===== config.mk =====
export PLATFORM = sky130hd
export DESIGN_NAME = irts_apb_regs
export DESIGN_NICKNAME = d
export VERILOG_FILES = /design/src/rtl/irts_pkg.sv /design/src/rtl/irts_apb_regs.sv
export SDC_FILE = /design/constraint.sdc
export NUM_CORES = 1
export LEC_CHECK = 0
export BUFFER_PORTS_ARGS = -buffer_cell sky130_fd_sc_hd__buf_2
export CAP_MARGIN = 30
export CORE_UTILIZATION = 39
export DETAILED_ROUTE_END_ITERATION = 8
export PLACE_DENSITY = 0.81
export SETUP_SLACK_MARGIN = 0.05
export SKIP_CTS_REPAIR_TIMING = 1
export SYNTH_ARGS = -nofsm -noshare
export SYNTH_HDL_FRONTEND = slang
export SYNTH_SLANG_ARGS = --single-unit

===== constraint.sdc =====
create_clock -name clk_i -period 1.4 [get_ports clk_i]
set_input_delay 0.35 -clock clk_i [delete_from_list [all_inputs] [get_ports clk_i]]
set_output_delay 0.35 -clock clk_i [all_outputs]
set_load 0.02 [all_outputs]

===== src/rtl/irts_pkg.sv =====
package irts_pkg;

  localparam int IDX_W  = 12;
  localparam int IP_W   = 32;
  localparam int REC_W  = 24;
  localparam int DATA_W = 32;
  localparam int PADDR_W = 3;

  localparam logic KIND_WRITE  = 1'b0;
  localparam logic KIND_LOOKUP = 1'b1;

  localparam logic REG_FIRST_ENTRY = 1'b0;
  localparam logic REG_LAST_ENTRY  = 1'b1;

  typedef struct packed {
    logic [IDX_W-1:0] first_entry;
    logic [IDX_W-1:0] last_entry;
  } irts_cfg_t;

endpackage


===== src/rtl/irts_apb_regs.sv =====
module irts_apb_regs (
  input  logic                         clk_i,
  input  logic                         rst_ni,
  input  logic                         psel,
  input  logic                         penable,
  input  logic                         pwrite,
  input  logic [irts_pkg::PADDR_W-1:0] paddr,
  input  logic [irts_pkg::DATA_W-1:0]  pwdata,
  output logic [irts_pkg::DATA_W-1:0]  prdata,
  output logic                         pready,
  output irts_pkg::irts_cfg_t          cfg_o
);

  import irts_pkg::*;

  irts_cfg_t        cfg_q;
  logic             wr_en;
  logic             reg_sel;
  logic [IDX_W-1:0] rd_val;

  assign reg_sel = paddr[2];
  assign wr_en   = psel && penable && pwrite;

  always_ff @(posedge clk_i or negedge rst_ni) begin
    if (!rst_ni) begin
      cfg_q <= '0;
    end else if (wr_en) begin
      unique case (reg_sel)
        REG_FIRST_ENTRY: cfg_q.first_entry <= pwdata[IDX_W-1:0];
        REG_LAST_ENTRY:  cfg_q.last_entry  <= pwdata[IDX_W-1:0];
        default: ;
      endcase
    end
  end

  always_comb begin
    unique case (reg_sel)
      REG_FIRST_ENTRY: rd_val = cfg_q.first_entry;
      REG_LAST_ENTRY:  rd_val = cfg_q.last_entry;
      default:         rd_val = '0;
    endcase
  end

  assign prdata = DATA_W'(rd_val);
  assign pready = 1'b1;
  assign cfg_o  = cfg_q;

endmodule


# Word-level counts from Yosys, hierarchy flattened
# Index checks and enable logic that the tools add are counted.
# word_totals
ramBits,0
word_cells,8
in_bits,40
rom_bits,0
mem_count,0
register_bits,24
latchBits,0
out_inout_bits,57
# op_classes
shift,0
n_eq_ne,0
n_div,0
mux,1
add_sub_neg,0
n_reduce_logical,4
order_cmp,0
n_mul,0
bitwise_logic,1
# op_table
cell,n
$pmux W12 S2,1
$reduce_and A2 Y1,2
$logic_and A1 B1 Y1,2
$not A1 Y1,1

# Depth between registers and ports, before layout
# depth
ltp_word,3
depth_mapped,3
depth_no_buf,2

# Least setup slack after synthesis
# No wires, ideal clock.
# synth_timing
kind,in2out
from,input paddr[2] (netlist bit)
to,output prdata[0] (netlist bit)
t_arrival_ns,0.942
t_required_ns,1.050
path_stages,2
n_path_buf,1
slack_ns,0.108
cell_sequence,buf_2 > mux2_2
# synth_between
elab_chain_len,2
# synth_rtl
element,line,source
start: declaration,irts_apb_regs.sv:7,"input logic [irts_pkg::PADDR_W-1:0] paddr,"
$not A1 Y1,-,
$pmux W12 S2 *,irts_apb_regs.sv:37,unique case (reg_sel)
end: declaration,irts_apb_regs.sv:9,"output logic [irts_pkg::DATA_W-1:0] prdata,"
# Mark *: on every way between the ends. The rest lies on a longest branch, timed or not.

# Final worst setup path
# layout_timing
from,register cfg_q (netlist bit cfg_o[5])
to,output prdata[5] (netlist bit)
# layout_between
elab_chain_len,1
# layout_rtl
element,line,source
start: declaration,irts_apb_regs.sv:16,irts_cfg_t cfg_q;
$pmux W12 S2,irts_apb_regs.sv:37,
# No other way between the ends.

==> impl_metrics.ini <==
[status]
outcome = complete, but fails checks
violations = negative hold slack, negative setup slack

[pwr]
ir_drop_mv = 0.912
power.total_mw = 2.55
p_leak_nw = 0.984
power_density_nw_per_um2 = 1400

[yosys]
synth_area_leaders = dfrtp_1 (47%), mux2_2 (23%), buf_4 (12%), mux2_4 (12%), nand4b_4 (1.9%)
yosysSeqAreaShare_pct = 47.2
synthArstFlopShare_pct = 100
synthTopCellsByCount = mux2_2 (26), dfrtp_1 (24), buf_4 (21)
synthCells = 88
syn_area_per_cell_um2 = 14.5
synth_area_um2 = 1270
yosys.area.top_type_share_pct = 47.2
synth_top_area_cell = dfrtp_1
synth_edf_count = 0
ys.flop_type = dfrtp_1
synth_seq_cells = 24
ys_types = 9
synth_most_common_cell = mux2_2
yosysWarnings = 0

[cells_and_area]
fin_cells = 202
fin_nets = 200
largest_reg_flops = 24
fin_util_pct = 59.1
drive_gt1_share_pct = 71.5
syn_to_final_growth_pct = 43.1
n_fill_cell = 255
num_antenna_cells = 0

[setup_path]
arrival_ps = 1140
cp.required_ps = 1050
r2r_cells = 2
critPathCaptureType = output port
path_class = reg2out
cp_max_fo = 3
start_kind = flop

[timing]
period_share_pct = 106
holdWs_ps = -7.45
setup_viol = 12
worstMarginPinSlew_ps = 531
rsz0062_at_grt = true
skew_ps = 0
relSlewSlack_pct = 64.6
fin_tns_setup_ps = -917
max_clock_freq_ghz = 0.671
setup_ws_ps = -90.5
finalHoldViolations = 11
slew_viol_final = 0
period_needed_ps = 1490

[routing]
route.detailed.wl_per_inst_um = 13.4
vias = 880
postRouteAntennaNets = 0
vias_per_cell = 4.36
drcViolationCount = 0
drt_iter0_markers = 23
drt_wl_total_mm = 2.71
drtPass1Iterations = 3

[flow_run]
cap_violations = 0

[floorplanning]
die_w_um = 59.1
initial_core_util_pct = 41.3
coreArea_um2 = 3080
die_h_um = 59.1
rows = 20
dieArea_um2 = 3500
ioPinCount = 97

[place]
dp_hpwl_mm = 1.98
post-place-cells = 188
io_buffers = 53
place.gp.congestion = 0.668

[grt]
grt_max_degree = 25
grt_antenna_before_repair = 0
first_global_vias = 829
grt_pass1_wl_mm = 3.86
busiest_layer = met2
gr-usage-met2_pct = 29.5
gr-usage-all-layers_pct = 15.5
overflow = 0
met3_usage_pct = 4.15
grtUsageMet1_pct = 16.3

[clock_network]
cts_root_buffer = clkbuf_4
tritoncts = done
cts_buffers = 3
cts.clk_slew.worst_paths_ps = 130
cts.sinks = 24
clkLatencyLatePin_ps = 300
htreeDepth = 1
cts_max_path_buffers = 2

[hold_path]
min_path_type = in2async
## through the flow
stage               setup WS (ps)  cell area [um2]  hold WS, ps
detailed placement          -96.0             1560          362
global route                 -145             1820         19.2
global placement            -84.7             1560          349
CTS                          -132             1590         8.50
finish                      -90.5             1820        -7.45
floorplan                     108             1340         54.4
## layout by cell type (no fill, tap or decap)
| cell | instances |
|---|---|
| dfrtp_1 | 24 |
| nand4b_4 | 1 |
| buf_4 | 17 |
| mux2_4 | 18 |
| buf_2 | 33 |
| clkbuf_4 | 4 |
| nand4_2 | 1 |
| buf_6 | 19 |
| mux2_2 | 18 |
| buf_12 | 2 |
| conb_1 | 21 |
## cell families after synthesis
kind of cell	Yosys count	share of synthesized area, %
DFF	24	47.2
and+or+nand+nor	2	2.85
other	2	0.590
buffers and inverters	24	14.6
muxes	36	34.8
## power by group
group          switching [mW]  total [mW]  leakage [nW]  internal [mW]
Sequential              0.100       0.946         0.288          0.845
Clock                   0.198       0.299        0.0138          0.101
Combinational           0.622        1.31         0.682          0.685
## critical path, cell delays in order (launching register included)
cell	delay (ps)
dfrtp_1	420
mux2_4	270
buf_6	130
## worst paths after layout
| check | start | end | slack (ps) |
|---|---|---|---|
| worst max-delay path | cfg_o[5] | prdata[5] | -90 |
| worst min-delay path | rst_ni | cfg_o[18] | -7 |
| worst max register to register | cfg_o[12] | cfg_o[12] | 500 |
| worst min register to register | cfg_o[16] | cfg_o[16] | 540 |
| max in group asynchronous | rst_ni | cfg_o[8] | 1050 |
| min in group clk_i | pwdata[5] | cfg_o[5] | 270 |
## metal layers
metal  wire, um  part of all wire, %  vias to the layer above
met2       1550                   57                       38
met5          0                    0                        -
met4         41                  1.5                        0
met3        125                  4.6                        4
li1           -                    -                      404
met1        989                   37                      434
## area by class of cell
| cell class | count | area, um2 | area share (%) |
|---|---|---|---|
| multi-input combinational | 59 | 588 | 32.3 |
| clock buffer | 3 | 22.5 | 1.24 |
| tap | 44 | 55.1 | 3.02 |
| sequential | 24 | 601 | 33.0 |
| timing repair buffer | 72 | 554 | 30.4 |
Note: power is estimated with default switching activity, not from simulation.
